`src/hw/rtl/sfng_pkg.sv`:
```
package sfng_pkg;

  localparam int unsigned IN_W  = 32;
  localparam int unsigned ACC_W = 64;

  typedef logic signed [IN_W-1:0]  q16_t;
  typedef logic signed [ACC_W-1:0] q32_t;

  localparam q32_t SAT_MAX = {1'b0, {(ACC_W-1){1'b1}}};
  localparam q32_t SAT_MIN = {1'b1, {(ACC_W-1){1'b0}}};

  // One node's six strain terms, with the end-of-point mark
  typedef struct packed {
    q32_t xx;
    q32_t yy;
    q32_t zz;
    q32_t xy;
    q32_t yz;
    q32_t xz;
    logic last;
  } term_t;

  // Add with clamp to the signed 64-bit range
  function automatic q32_t sat_add(input q32_t a, input q32_t b);
    logic signed [ACC_W:0] s;
    s = {a[ACC_W-1], a} + {b[ACC_W-1], b};
    if (s[ACC_W] != s[ACC_W-1]) begin
      return s[ACC_W] ? SAT_MIN : SAT_MAX;
    end
    return s[ACC_W-1:0];
  endfunction

endpackage

```
`src/hw/rtl/sfng_back.sv`:
```
module sfng_back (
  input  logic            clk,
  input  logic            rst_n,
  input  logic            pop_valid,
  output logic            pop_ready,
  input  sfng_pkg::term_t pop_data,
  output logic            out_valid,
  input  logic            out_ready,
  output sfng_pkg::q32_t  out_strain_xx,
  output sfng_pkg::q32_t  out_strain_yy,
  output sfng_pkg::q32_t  out_strain_zz,
  output sfng_pkg::q32_t  out_shear_xy,
  output sfng_pkg::q32_t  out_shear_yz,
  output sfng_pkg::q32_t  out_shear_xz
);

  sfng_pkg::q32_t acc_xx_r, acc_yy_r, acc_zz_r, acc_xy_r, acc_yz_r, acc_xz_r;
  sfng_pkg::q32_t sum_xx, sum_yy, sum_zz, sum_xy, sum_yz, sum_xz;
  sfng_pkg::q32_t res_xx_r, res_yy_r, res_zz_r, res_xy_r, res_yz_r, res_xz_r;
  logic           out_valid_r, out_valid_nxt;
  logic           fire, fire_last;

  // A last item waits only while the output register is still occupied
  assign pop_ready = !pop_data.last || !out_valid_r || out_ready;
  assign fire      = pop_valid && pop_ready;
  assign fire_last = fire && pop_data.last;

  assign sum_xx = sfng_pkg::sat_add(acc_xx_r, pop_data.xx);
  assign sum_yy = sfng_pkg::sat_add(acc_yy_r, pop_data.yy);
  assign sum_zz = sfng_pkg::sat_add(acc_zz_r, pop_data.zz);
  assign sum_xy = sfng_pkg::sat_add(acc_xy_r, pop_data.xy);
  assign sum_yz = sfng_pkg::sat_add(acc_yz_r, pop_data.yz);
  assign sum_xz = sfng_pkg::sat_add(acc_xz_r, pop_data.xz);

  always_comb begin
    out_valid_nxt = out_valid_r;
    if (fire_last) begin
      out_valid_nxt = 1'b1;
    end else if (out_ready) begin
      out_valid_nxt = 1'b0;
    end
  end

  // Accumulate; clear after the last node of a point
  always_ff @(posedge clk) begin
    if (!rst_n) begin
      acc_xx_r    <= '0;
      acc_yy_r    <= '0;
      acc_zz_r    <= '0;
      acc_xy_r    <= '0;
      acc_yz_r    <= '0;
      acc_xz_r    <= '0;
      out_valid_r <= 1'b0;
    end else begin
      out_valid_r <= out_valid_nxt;
      if (fire_last) begin
        acc_xx_r <= '0;
        acc_yy_r <= '0;
        acc_zz_r <= '0;
        acc_xy_r <= '0;
        acc_yz_r <= '0;
        acc_xz_r <= '0;
      end else if (fire) begin
        acc_xx_r <= sum_xx;
        acc_yy_r <= sum_yy;
        acc_zz_r <= sum_zz;
        acc_xy_r <= sum_xy;
        acc_yz_r <= sum_yz;
        acc_xz_r <= sum_xz;
      end
    end
  end

  // Capture the finished point
  always_ff @(posedge clk) begin
    if (fire_last) begin
      res_xx_r <= sum_xx;
      res_yy_r <= sum_yy;
      res_zz_r <= sum_zz;
      res_xy_r <= sum_xy;
      res_yz_r <= sum_yz;
      res_xz_r <= sum_xz;
    end
  end

  assign out_valid     = out_valid_r;
  assign out_strain_xx = res_xx_r;
  assign out_strain_yy = res_yy_r;
  assign out_strain_zz = res_zz_r;
  assign out_shear_xy  = res_xy_r;
  assign out_shear_yz  = res_yz_r;
  assign out_shear_xz  = res_xz_r;

endmodule

```
`config.mk`:
```
export PLATFORM = sky130hd
export DESIGN_NAME = sfng_back
export DESIGN_NICKNAME = d
export VERILOG_FILES = /design/src/hw/rtl/sfng_pkg.sv /design/src/hw/rtl/sfng_back.sv
export SDC_FILE = /design/constraint.sdc
export NUM_CORES = 2
export LEC_CHECK = 0
export ABC_CLOCK_PERIOD_IN_PS = 15220
export BUFFER_PORTS_ARGS = -buffer_cell sky130_fd_sc_hd__buf_4
export CAP_MARGIN = 30
export CORE_ASPECT_RATIO = 1.1
export CORE_UTILIZATION = 51
export CTS_CLUSTER_DIAMETER = 60
export CTS_CLUSTER_SIZE = 28
export DETAILED_ROUTE_END_ITERATION = 12
export PLACE_DENSITY = 0.73
export SLEW_MARGIN = 30
export SYNTH_ARGS = -nofsm -noshare
export SYNTH_HDL_FRONTEND = slang
export SYNTH_SLANG_ARGS = --single-unit
```
`constraint.sdc`:
```
create_clock -name clk -period 15.22 [get_ports clk]
set_input_delay 0 -clock clk [delete_from_list [all_inputs] [get_ports clk]]
set_output_delay 0 -clock clk [all_outputs]
set_load 0.05 [all_outputs]
```
==> flow_summary_export.csv <==
group,metric,value,unit
worst_setup_path,r2r-start,"acc_xx_r[3]",
yosys,syn_area,49900,sq um
yosys,synth-seq-cells,769,
worst_setup_path,cp_slowest_cell,"a221oi_1",
worst_setup_path,crit_path_end_kind,"flop",
clock_tree,ctsRootBufferMaster,"clkbuf_16",
worst_setup_path,critPathBufInv,2,
floorplan,die_width,300,microns
sta,fin_skew,0.0467,ns
yosys,synthTopCellsByCount,"912 x nand2_1, 796 x a21oi_1, 650 x o21ai_0",
floorplan,row_count,119,
cells_and_area,area_growth,23.1,%
sta,final_hold_viol_count,0,
cells_and_area,utilization,0.637,
floorplan,initial_utilization,0.518,
sta,min_period,4.91,ns
clock_tree,cts.sinks,769,
floorplan,fp.dieH,330,microns
worst_setup_path,crit_fanout,46,
grt,grt_start_max_net_pins,114,
power_and_ir_drop,cellPowerDensity,124,nW/um^2
power_and_ir_drop,irDropWorstVdd,117,uV
yosys,ys_types,96,
sta,worstMarginPinSlew,0.971,ns
floorplan,die_area,99000,sq um
placed_design,dp_hpwl,138000,microns
clock_tree,cts_resized,0,
placed_design,dpl_worst_slack,10.37,ns
worst_setup_path,worst-setup-path-type,"reg2reg",
detailed_routing,routed_wirelength,184000,microns
grt,grt_overflow,0,
worst_setup_path,cp.required,15.60,ns
detailed_routing,vias,49200,
outcome,status,"finished, final reports clean",
worst_setup_path,path_common_cell,"a21oi_1",
power_and_ir_drop,p_leak,0.0273,uW
detailed_routing,routed_wire_length_per_instance,22.8,microns
floorplan,ios,775,
clock_tree,cts_max_level,3,
yosys,synth-edff-count,384,
yosys,synth_ff_type,"dfxtp_1",
worst_setup_path,crit_path_start,"acc_xx_r[3]",
placed_design,gp_congestion,0.978,
detailed_routing,first_pass_iters,6,
sta,tns,0,ns
sta,setup_slack,10.31,ns
worst_setup_path,cp_top_family,"compound AO/OA/AOI/OAI gates",
grt,antenna_found_initial,39,
clock_tree,cts_buffers,69,
yosys,ys_seq_area_frac,0.386,
sta,grt_setup_unrepaired,"no",
placed_design,io_buffers,774,
yosys,ys_warn_count,0,
worst_setup_path,critPathArrivalTime,5.29,ns
clock_tree,clk_latency,0.68,ns
grt,grt_usage,0.356,
yosys,syn_inst,5920,
sta,finalSetupViolations,0,
floorplan,design.core.area,96300,sq um
clock_tree,clkTransAtPathRegs,0.10,ns
detailed_routing,drt_iter0_drc,4278,
yosys,synth_area_per_cell,8.42,sq um
yosys,synth_top_area_share,0.231,
worst_setup_path,path_cells,"ha_1 -> a21o_1 -> a21oi_1 -> and2_1 -> a41oi_1 -> a21oi_1 -> o41ai_2 -> a22o_1 -> a221oi_1 -> clkbuf_2 -> nand2b_1 -> o21a_2 -> buf_4 -> nand2_1",
sta,timing.slew.headroom,0.334,
yosys,synth_top_cell_by_area,"edfxtp_1",
yosys,synth_area_leaders,"edfxtp_1 23%, dfxtp_1 15%, ha_1 9.6%, a21oi_1 8.0%, nand2_1 6.9%",
clock_tree,cts_tree,"done",
worst_setup_path,cpPeakStageDelay,0.69,ns
detailed_routing,ant_nets,0,
worst_setup_path,crit_path_start_kind,"flop",
detailed_routing,drc,0,
sta,slew_violations,0,
sta,fmax,0.204,GHz
job,drv_cap,0,
yosys,syn_nets,6699,
hold_path,hp-class,"in2reg",
cells_and_area,nets,7485,
cells_and_area,drive_gt1_frac,0.149,
grt,grt_pass1_wl,274000,microns
clock_tree,post_cts_buffers,0,
clock_tree,cts.path.max_buffers,3,
clock_tree,cts.hold.buffers_added,243,
yosys,post-synth-top-count-cell,"nand2_1",
detailed_routing,avgViaCountPerCell,6.10,
hold_path,min_from,"pop_valid",
yosys,async_reset_ff_frac,0,
sta,min_period_over_period,0.322,
grt,grt_pass1_vias,46500,
## placed cells by master, fill, tap and decap left out, types with 112 or more instances in the layout
master / count
a21oi_1: 795
dfxtp_1: 385
dlygate4sd3_1: 243
xor2_1: 151
a21o_1: 194
buf_4: 806
nor2_1: 370
ha_1: 384
nand2_1: 911
xnor2_1: 194
edfxtp_1: 384
o21ai_0: 649
inv_1: 112
## metal layers
layer  vias to the layer above  GRT usage  part of all wire
li1                      23200          -                 -
met1                     23400      0.447              0.40
met2                      2114      0.572              0.46
met3                       470     0.0753             0.085
met4                        28      0.199             0.058
met5                         -          0            0.0011
## cell families after synthesis
group           synth area share
flops                      0.386
fa+ha+maj                 0.0988
compound gates             0.256
buf+inv                   0.0357
mux                      0.00394
xor+xnor                  0.0606
simple gates               0.160
## registers in the layout, summed over array words and instances, names as in the netlist
name,cells
out_strain_zz,64
out_strain_yy,64
acc_yy_r,64
out_strain_xx,64
out_valid,1
acc_xx_r,64
acc_yz_r,64
acc_zz_r,64
out_shear_xz,64
out_shear_yz,64
acc_xz_r,64
out_shear_xy,64
acc_xy_r,64
## worst paths after layout
check                      end  slack, ns  cells after the start
min reg2reg       acc_xz_r[63]       0.46                      2
max          out_strain_xx[32]      10.31                     14
max reg2reg  out_strain_xx[32]      10.31                     14
min                acc_zz_r[3]       0.04                      4
## worst register-to-register path: cells and delay by family, from the launching register on
family                   cells  cell delay (ns)
flip-flops                   1             0.31
AND/OR/NAND/NOR              3             0.57
AO/OA/AOI/OAI                8             2.63
buffers and inverters        2             0.82
adder cells (fa/ha/maj)      1             0.34
## report_power, final
group          internal [uW]  leakage [uW]  switching (uW)
Sequential              2520       0.00675             122
Clock                    960       0.00119             973
Combinational           1030        0.0193            2000
Total                   4510        0.0273            3100
## through the flow
stage          area (sq um)  hold WS [ns]  cells  total power [uW]
2_1_floorplan         49900         0.118   5920              4720
3_3_place_gp          56300         0.310   7660              5560
3_5_place_dp          56300         0.310   7660              5580
4_1_cts               61300       0.00158   8027              7580
5_1_grt               61400        0.0641   8050              7960
6_report              61400        0.0371   8062              7610
## final cells by class
cell class / count / area [sq um]
Timing Repair Buffer: 1055 / 8550
Clock buffer: 78 / 1870
Tap cell: 1270 / 1590
Antenna cell: 33 / 82.6
Inverter: 112 / 420
Sequential cell: 769 / 19200
Multi-Input combinational cell: 4699 / 29000
Clock inverter: 46 / 639
Fill cell: 8337 / 35000
Note: power is estimated with default switching activity, not from simulation.
