`config.mk`:
```
export PLATFORM = sky130hd
export DESIGN_NAME = sfng_queue
export DESIGN_NICKNAME = d
export VERILOG_FILES = /design/src/hw/rtl/sfng_pkg.sv /design/src/hw/rtl/sfng_queue.sv
export SDC_FILE = /design/constraint.sdc
export NUM_CORES = 1
export LEC_CHECK = 0
export ABC_AREA = 1
export BUFFER_PORTS_ARGS = -buffer_cell sky130_fd_sc_hd__buf_2
export CORE_ASPECT_RATIO = 0.5
export CORE_UTILIZATION = 45
export DETAILED_ROUTE_END_ITERATION = 10
export GPL_TIMING_DRIVEN = 0
export PLACE_DENSITY = 0.64
export SLEW_MARGIN = 20
export SYNTH_ARGS = -nofsm -noshare
export SYNTH_HDL_FRONTEND = slang
export SYNTH_SLANG_ARGS = --single-unit
```
`constraint.sdc`:
```
create_clock -name clk -period 49.6 [get_ports clk]
set_input_delay 7.44 -clock clk [delete_from_list [all_inputs] [get_ports clk]]
set_output_delay 7.44 -clock clk [all_outputs]
set_load 0.01 [all_outputs]
```
`src/hw/rtl/sfng_pkg.sv`:
```
package sfng_pkg;

  localparam int unsigned IN_W  = 32;
  localparam int unsigned ACC_W = 64;

  typedef logic signed [IN_W-1:0]  q16_t;
  typedef logic signed [ACC_W-1:0] q32_t;

  localparam q32_t SAT_MAX = {1'b0, {(ACC_W-1){1'b1}}};
  localparam q32_t SAT_MIN = {1'b1, {(ACC_W-1){1'b0}}};

  // One node's six strain terms, with the end-of-point mark
  typedef struct packed {
    q32_t xx;
    q32_t yy;
    q32_t zz;
    q32_t xy;
    q32_t yz;
    q32_t xz;
    logic last;
  } term_t;

  // Add with clamp to the signed 64-bit range
  function automatic q32_t sat_add(input q32_t a, input q32_t b);
    logic signed [ACC_W:0] s;
    s = {a[ACC_W-1], a} + {b[ACC_W-1], b};
    if (s[ACC_W] != s[ACC_W-1]) begin
      return s[ACC_W] ? SAT_MIN : SAT_MAX;
    end
    return s[ACC_W-1:0];
  endfunction

endpackage

```
`src/hw/rtl/sfng_queue.sv`:
```
module sfng_queue #(
  parameter int unsigned DEPTH = 4
) (
  input  logic            clk,
  input  logic            rst_n,
  input  logic            push_valid,
  output logic            push_ready,
  input  sfng_pkg::term_t push_data,
  output logic            pop_valid,
  input  logic            pop_ready,
  output sfng_pkg::term_t pop_data
);

  localparam int unsigned PTR_W = (DEPTH > 1) ? $clog2(DEPTH) : 1;
  localparam int unsigned CNT_W = $clog2(DEPTH + 1);
  localparam logic [PTR_W-1:0] PTR_LAST = PTR_W'(DEPTH - 1);
  localparam logic [CNT_W-1:0] CNT_FULL = CNT_W'(DEPTH);

  sfng_pkg::term_t  mem_r [DEPTH];
  logic [PTR_W-1:0] wr_ptr_r, wr_ptr_nxt;
  logic [PTR_W-1:0] rd_ptr_r, rd_ptr_nxt;
  logic [CNT_W-1:0] count_r, count_nxt;
  logic             do_push, do_pop;

  assign pop_valid  = (count_r != '0);
  assign do_pop     = pop_valid && pop_ready;
  // A full queue still takes an item in the cycle one leaves
  assign push_ready = (count_r != CNT_FULL) || do_pop;
  assign do_push    = push_valid && push_ready;
  assign pop_data   = mem_r[rd_ptr_r];

  always_comb begin
    wr_ptr_nxt = wr_ptr_r;
    rd_ptr_nxt = rd_ptr_r;
    count_nxt  = count_r;
    if (do_push) begin
      wr_ptr_nxt = (wr_ptr_r == PTR_LAST) ? '0 : wr_ptr_r + 1'b1;
    end
    if (do_pop) begin
      rd_ptr_nxt = (rd_ptr_r == PTR_LAST) ? '0 : rd_ptr_r + 1'b1;
    end
    if (do_push && !do_pop) begin
      count_nxt = count_r + 1'b1;
    end else if (do_pop && !do_push) begin
      count_nxt = count_r - 1'b1;
    end
  end

  // Advance pointers and fill count
  always_ff @(posedge clk) begin
    if (!rst_n) begin
      wr_ptr_r <= '0;
      rd_ptr_r <= '0;
      count_r  <= '0;
    end else begin
      wr_ptr_r <= wr_ptr_nxt;
      rd_ptr_r <= rd_ptr_nxt;
      count_r  <= count_nxt;
    end
  end

  // Store item
  always_ff @(posedge clk) begin
    if (do_push) begin
      mem_r[wr_ptr_r] <= push_data;
    end
  end

endmodule

```
==> results by group, run 1 <==
Yosys
  – Seq cells post-synth: 1549
  – Area share of the leading cell type in the synthesized netlist: approximately four fifths
  – Top-count cell post-synth: edfxtp_1
  – Area leader, netlist: edfxtp_1
  – Most frequent cells after synthesis: edfxtp_1 (1540), nor2_1 (786), o21ai_0 (764)
  – Netlist cell types: 22
  – Async set-reset flop share out of synthesis: 0%
  – Post-synthesis cell count: 3795
  – Syn Area/Cell: 15.06 um2
  – Synthesized area: 57160 um2
  – EDFF count, synth: 1540
  – Post-synthesis sequential area ratio: 81.22%
  – Syn_nets: 4191
  – Ys Warns: 0
  – Synth Flop Type: edfxtp_1
  – Synth top area cells: edfxtp_1 (81%), o21ai_0 (6.7%), nor2_1 (5.2%), o22ai_1 (4.2%), clkbuf_1 (1.1%)

STA
  – Fin Setup TNS: 0 ns
  – Fin. Hold Viols: 0
  – Relative slew margins: 47.67%
  – RSZ-0062 raised after global routing: false
  – Worst Max-Slew Pin Slew: between 0.7 and 0.8 ns
  – Max Slew Vio Count: 0
  – Fmax: 0.06485 GHz
  – Final setup viols: 0
  – Final period utilization: 31.09%
  – Min Tclk post-route: ~15 ns
  – Clock Skew: about 0.030 ns

Power and ir drop
  – Pwr per Cell Area: 53.21 nW/um2
  – Maximum vdd drop: 0.00003235 V
  – Comb pwr share: between 20% and 30%
  – Leakage: 0.02394 uW
  – Flop pwr share: 42.6%
  – Pint: 2436 uW
  – Clk network pwr share: 27.8%
  – Sw Pwr: around 1300 uW
  – Switch share: 34.04%

Final layout
  – Layout cells sized above 1: 22.96%
  – Area of the multi-input gates: roughly 9400 um2
  – Area Overhead vs Synth: 21.44%
  – Fillers: 10140
  – Register Area: between 40000 and 50000 um2
  – Post-route cell area: 69410 um2
  – Nets: 5186

Detailed routing
  – DR vias: 37290
  – DRC viols: 0
  – DRT Pass-1 Iters: 5
  – Initial DRC count: 3554
  – Final ANT Viol Nets: 0
  – DR vias/cell: between 5 and 6
  – Final wirelength: 166000 um
  – Drt wl/cell: 24.96 um

CTS
  – CTS buffer count: 137
  – Postcts setup bufs: 0
  – Skew-Pair Late Insertion Delay: 0.78 ns
  – CTS sink cnt: between 1500 and 2000
  – PostCTS Resize Cnt: 0
  – Clk root buf: clkbuf_16
  – Clock transition at path regs: 0.06 ns
  – Clock Path Buffers: 3
  – Htree depth: 4
  – CTS tree: done
  – Post-CTS Hold Fix Bufs: 0

Die
  – Die Y: ~250 um
  – Core area: 125900 um2
  – Die extent in x: 506.0 um
  – Initial core utilization: 45.39%
  – Die ar.: 128500 um2
  – IO Pins: slightly below 800
  – Row count: 92

Global route
  – Vias in the first global route: 35990
  – Initial antenna violation count: 89
  – Most used routing layer: met2
  – Met1 Usage GRT: slightly below 30%
  – Total track usage: 24.92%
  – Global route total overflow: 0
  – Global-route wire length before repair: 234300 um
  – Largest net degree at the start of global routing: 23
  – Met3 GRT Util: 4.114%
  – GR met2 Demand/Resource: 41.88%

Run
  – Maxcap violations: 0

Worst setup path
  – WS Path Type: input pin to output port
  – CP Max Fanout: 6
  – CP Launch Point: pop_ready
  – Critical Path AT: 7.98 ns
  – WP data required: 42.16 ns
  – CP Capture Type: output port
  – Reg-to-reg startpoint: count_r[1]$_SDFFE_PN0P_
  – Startpoint Class: input pin

Placed design
  – Gpl congestion: 0.8232
  – IO Port Bufs: between 700 and 800
  – Placed cell area: 65020 um2
  – HPWL Detailed: between 100000 and 150000 um

Status
  – Status: complete, no violations

Worst hold path
  – Hold Path Class: register to register
  – Worst Hold Launch: count_r[0]$_SDFFE_PN0P_
[metal layers]
layer / wire, um / share of wire (%) / up-vias
met5: 85 / 0.051 / -
met4: 11020 / 6.6 / 12
met3: 8921 / 5.4 / 449
met2: 84580 / 51 / 1429
met1: 61440 / 37 / 18880
li1: - / - / 16520
[worst paths after layout]
check	end	slack (ns)	cells after the start
worst max-delay path	push_ready	34.18	4
worst min-delay path	count_r[0]$_SDFFE_PN0P_	0.51	2
worst max register to register	mem_r[3][231]$_DFFE_PP_	46.19	11
worst min register to register	count_r[0]$_SDFFE_PN0P_	0.51	2
[cells in the final DEF, fill, tap and decap left out, types with 23 or more instances in the layout]
master / count
buf_12: 53
diode_2: 62
buf_16: 29
clkinv_1: 35
clkbuf_16: 138
buf_4: 23
o21ai_0: 764
edfxtp_1: 1540
nor2_1: 782
o22ai_1: 385
clkbuf_1: 203
buf_2: 811
[sequential cells by signal (all words and copies together), names as in the netlist, named ones only]
register and flops:
count_r 3, mem_r 1540, rd_ptr_r 2, wr_ptr_r 2
[logic make-up after synthesis]
kind of cell,Yosys count,synth area share (%)
flip-flops,1549,81.22
AO/OA/AOI/OAI,1161,11.01
buffers and inverters,274,2.305
AND/OR/NAND/NOR,804,5.295
adder cells (fa/ha/maj),7,0.1664
[through the flow]
stage	hold slack (ns)	cells	worst slack (ns)	utilization (%)	total power [uW]
detailed placement	0.5027	6343	34.18	51.63	2691
global placement	0.4890	6262	10.78	50.15	2769
CTS	0.5126	6591	34.18	54.99	3709
finish	0.5114	6653	34.18	55.12	3693
global route	0.5464	6642	34.13	55.09	3833
floorplan	0.4718	3795	24.72	-	2205
[power groups by stage]
stage	Clock [uW]	Sequential [uW]	Combinational, uW
6_report	1030	1570	1090
5_1_grt	1090	1580	1160
4_1_cts	1040	1570	1090
3_5_place_dp	0	1600	1090
3_3_place_gp	0	1740	1030
2_1_floorplan	0	1670	534
[area by class of cell]
| class | count | share of cell area [%] |
|---|---|---|
| Antenna cell | 62 | 0.2235 |
| Timing Repair Buffer | 856 | 8.238 |
| Sequential cell | 1549 | 66.89 |
| Buffer | 256 | 1.797 |
| Clock buffer | 169 | 5.172 |
| Clock inverter | 79 | 0.9248 |
| Tap cell | 1692 | 3.050 |
| Multi-Input combinational cell | 1972 | 13.61 |
| Inverter | 18 | 0.1010 |
[critical path, stage by stage]
cell and delay, ns:
buf_2 0.12, nor2_1 0.09, nand2_1 0.14, buf_2 0.18
Power figures use the tool's default switching activity.
==> run 2, diff against run 1 <==
--- a/config.mk
+++ b/config.mk
@@ -5,7 +5,7 @@
 export SDC_FILE = /design/constraint.sdc
 export NUM_CORES = 1
 export LEC_CHECK = 0
-export ABC_AREA = 1
+export ABC_AREA = 0
 export BUFFER_PORTS_ARGS = -buffer_cell sky130_fd_sc_hd__buf_2
 export CORE_ASPECT_RATIO = 0.5
 export CORE_UTILIZATION = 45
==> constraint.sdc (replaced) <==
create_clock -name clk -period 16.1 [get_ports clk]
set_input_delay 2.415 -clock clk [delete_from_list [all_inputs] [get_ports clk]]
set_output_delay 2.415 -clock clk [all_outputs]
set_load 0.01 [all_outputs]
==> run 2 against run 1 <==
Flip-flop and latch count unchanged. Die area down 2.2%. Clock-buffer cell count up 5. Cell area down 3.0%. Area after synthesis down 2.2%. Global-route usage down 4.7 points. Sequential power rose to 3.1 times the previous value. Critical path depth unchanged. Worst setup slack worse by 24 ns. Hold slack about the same. Synthesized cell count down 46%. Critical path type unchanged. Clock power rose to 3.1 times the previous value.
==> results by group, run 2 <==
Status
  – Status: complete, no violations (unchanged)

Worst setup path
  – Slowest stage delay, CP: 0.48 ns (was 0.18 ns)
  – Flop-to-flop setup slack: 13.31 ns (was 46.19 ns)
  – Startpoint Class: input pin (unchanged)
  – Reg-to-reg startpoint: count_r[0]$_SDFFE_PN0P_ (was count_r[1]$_SDFFE_PN0P_)
  – Reg-to-reg endpoint: mem_r[2][180]$_DFFE_PP_ (was mem_r[3][231]$_DFFE_PP_)
  – CP Max Fanout: 7 (was 6)
  – CP dominant cell by count: buf_2 (unchanged)
  – CP max-delay cell: or4b_4 (was buf_2)
  – Critical Path AT: 3.29 ns (was 7.98 ns)
  – CP Capture Type: output port (unchanged)
  – Crit path buffers/inverters: 3 (was 2)
  – WS Path Type: input pin to output port (unchanged)
  – Cell chain of the critical path: buf_2 -> or4b_4 -> buf_6 -> buf_2 (was buf_2 -> nor2_1 -> nand2_1 -> buf_2)
  – Top delay family on crit path: simple AND/OR/NAND/NOR gates (was buffers and inverters)
  – Worst r2r path cells: 7 (was 11)
  – CP Launch Point: pop_ready (unchanged)
  – WP data required: 13.69 ns (was 42.16 ns)

Die
  – Core area: 123200 um2 (was 125900 um2)
  – Initial core utilization: 45.38% (was 45.39%)
  – Die Y: 251.2 um (was 254.0 um)
  – Die ar.: 125700 um2 (was 128500 um2)
  – Row count: 91 (was 92)
  – Die extent in x: 500.5 um (was 506.0 um)
  – IO Pins: 776 (unchanged)

STA
  – RSZ-0062 raised after global routing: false (unchanged)
  – Fmax: 0.1752 GHz
  – Max Slew Vio Count: 0 (unchanged)
  – Fin Setup TNS: 0 ns (unchanged)
  – Relative slew margins: 43.70% (was 47.67%)
  – Final setup viols: 0 (unchanged)
  – Setup WS post-layout: 10.39 ns (was 34.18 ns)
  – Fin. Hold Viols: 0 (unchanged)
  – Worst Max-Slew Pin Slew: 0.8446 ns (was 0.7831 ns)
  – Clock Skew: 0.01570 ns (was 0.03045 ns)
  – Fin Hold WS: 0.5118 ns (was 0.5114 ns)
  – Min Tclk post-route: 5.706 ns
  – Final period utilization: 35.44%

Placed design
  – DP Worst Slack: 10.39 ns (was 34.18 ns)
  – Gpl congestion: 0.7545 (was 0.8232)
  – Placed cells: 4554 (was 6343)
  – HPWL Detailed: 87270 um (was 112600 um)
  – IO Port Bufs: 775 (unchanged)

Detailed routing
  – Initial DRC count: 1840 (was 3554)
  – DR vias: 25740 (was 37290)
  – Final ANT Viol Nets: 0 (unchanged)
  – DRC viols: 0 (unchanged)
  – Drt wl/cell: 26.36 um (was 24.96 um)
  – DRT Pass-1 Iters: 4 (was 5)
  – DR vias/cell: 5.312 (was 5.605)
  – Final wirelength: 127700 um (was 166000 um)

CTS
  – Clk root buf: clkbuf_16 (unchanged)
  – Postcts setup bufs: 0 (unchanged)
  – Htree depth: 4 (unchanged)
  – CTS tree: done (unchanged)
  – CTS sink cnt: 1549 (unchanged)
  – Post-CTS Hold Fix Bufs: 0 (unchanged)
  – PostCTS Resize Cnt: 0 (unchanged)
  – Clock transition at path regs: 0.07 ns (was 0.06 ns)
  – Skew-Pair Late Insertion Delay: 0.77 ns (was 0.78 ns)
  – Clock Path Buffers: 3 (unchanged)
  – CTS buffer count: 137 (unchanged)

Yosys
  – Synth Flop Type: edfxtp_1 (unchanged)
  – Synthesized area: 55910 um2 (was 57160 um2)
  – Top-count cell post-synth: edfxtp_1 (unchanged)
  – Post-synthesis sequential area ratio: 83.03% (was 81.22%)
  – Syn_nets: 2458 (was 4191)
  – Area share of the leading cell type in the synthesized netlist: 82.71% (was 80.91%)
  – Netlist cell types: 29 (was 22)
  – Syn Area/Cell: 27.11 um2 (was 15.06 um2)
  – Seq cells post-synth: 1549 (unchanged)
  – Synth top area cells: edfxtp_1 (83%), mux4_2 (16%), buf_4 (0.46%), buf_2 (0.36%), dfxtp_1 (0.32%) (was edfxtp_1 (81%), o21ai_0 (6.7%), nor2_1 (5.2%), o22ai_1 (4.2%), clkbuf_1 (1.1%))
  – Area leader, netlist: edfxtp_1 (unchanged)
  – EDFF count, synth: 1540 (unchanged)
  – Post-synthesis cell count: 2062 (was 3795)
  – Most frequent cells after synthesis: edfxtp_1 (1540), mux4_2 (385), buf_2 (40) (was edfxtp_1 (1540), nor2_1 (786), o21ai_0 (764))
  – Async set-reset flop share out of synthesis: 0% (unchanged)
  – Ys Warns: 0 (unchanged)

Global route
  – Global route total overflow: 0 (unchanged)
  – Initial antenna violation count: 74 (was 89)
  – Global-route wire length before repair: 180400 um (was 234300 um)
  – Largest net degree at the start of global routing: 45 (was 23)
  – Total track usage: 20.25% (was 24.92%)
  – Vias in the first global route: 26840 (was 35990)

Final layout
  – Post-route insts no fill: 4846 (was 6653)
  – Fillers: 9403 (was 10140)
  – Layout cells sized above 1: 46.99% (was 22.96%)
  – Max FFs per register: 1540 (unchanged)
  – Core Util, Final: 54.66% (was 55.12%)
  – Most flop-heavy register: mem_r (unchanged)
  – Nets: 3415 (was 5186)
  – Most frequent cells in the layout: edfxtp_1 (1540), buf_2 (815), mux4_2 (385) (was edfxtp_1 (1540), buf_2 (811), nor2_1 (782))
  – Area Overhead vs Synth: 20.45% (was 21.44%)
  – Largest regs: mem_r (1540), count_r (3) (unchanged)
  – Leading cell type in the layout, fill and taps excluded: edfxtp_1 (unchanged)

Run
  – Maxcap violations: 0 (unchanged)

Power and ir drop
  – Pwr per Cell Area: 152.5 nW/um2 (was 53.21 nW/um2)
  – Maximum vdd drop: 0.00008687 V (was 0.00003235 V)
  – Leakage: 0.02235 uW (was 0.02394 uW)

Worst hold path
  – Hold Path Class: register to register (unchanged)
  – Hold depth: 2 (unchanged)
  – Worst Hold Launch: wr_ptr_r[1]$_SDFFE_PN0P_ (was count_r[0]$_SDFFE_PN0P_)
  – Hold endpoint: wr_ptr_r[1]$_SDFFE_PN0P_ (was count_r[0]$_SDFFE_PN0P_)
-- run 2: changes by cell type after synthesis, sizes merged, moves of 3 or more --
| cell | delta |
|---|---|
| inv | -14 |
| o21ai | -768 |
| nor2 | -784 |
| a21oi | -4 |
| nand3 | -3 |
| nand2 | -7 |
| clkbuf | -166 |
| mux4 | +385 |
| o22ai | -385 |
| and3 | +4 |
-- run 2: layout make-up --
cell class / count / area [um2] / area share, %
antenna: 50 / 125.1 / 0.1858
buffer: 88 / 515.5 / 0.7655
clock buffer: 174 / 3716 / 5.518
clock inverter: 68 / 576.8 / 0.8565
inverter: 3 / 11.26 / 0.01672
multi-input combinational: 422 / 8975 / 13.33
sequential: 1549 / 46420 / 68.94
tap: 1674 / 2095 / 3.110
timing repair buffer: 818 / 4905 / 7.283
-- run 2: power by group --
| group | leakage (uW) | total (uW) | internal [uW] | switching (uW) |
|---|---|---|---|---|
| clock | 0.00209 | 3200 | 1770 | 1430 |
| combinational | 0.00606 | 2240 | 1000 | 1230 |
| sequential | 0.0142 | 4840 | 4770 | 62.0 |
| total | 0.0223 | 10300 | 7550 | 2730 |
-- run 2: cells by family after synthesis --
family	Yosys count	synth area share (%)
XOR/XNOR	2	0.03134
buffers and inverters	91	0.9421
adder cells (fa/ha/maj)	7	0.1701
AO/OA/AOI/OAI	6	0.06265
flip-flops	1549	83.03
multiplexers	387	15.54
AND/OR/NAND/NOR	20	0.2171
-- run 2: stage by stage --
step | total power [uW] | area, um2
floorplan | 6278 | 55910
global placement | 7257 | 61880
detailed placement | 7217 | 62930
CTS | 10410 | 67220
global route | 10640 | 67320
finish | 10270 | 67340
-- run 2: tightest hold or removal path: stages (launching register included) --
cell	delay [ns]
dfxtp_1	0.34
nand2_1	0.06
mux2i_1	0.06
-- run 2: worst max path at each step --
stage | endpoint | cells past startpoint
2_1_floorplan | mem_r[0][0]$_DFFE_PP_ | 3
3_5_place_dp | push_ready | 4
5_1_grt | push_ready | 4
3_3_place_gp | mem_r[1][181]$_DFFE_PP_ | 4
4_1_cts | push_ready | 4
6_report | push_ready | 4
-- run 2: layer usage --
| metal | global-route usage, % | share of wire (%) | vias to the layer above |
|---|---|---|---|
| li1 | - | - | 11030 |
| met1 | 21.95 | 35 | 13740 |
| met2 | 36.31 | 56 | 680 |
| met3 | 3.668 | 3.8 | 295 |
| met4 | 13.66 | 5.7 | 2 |
| met5 | 0 | 0.011 | - |
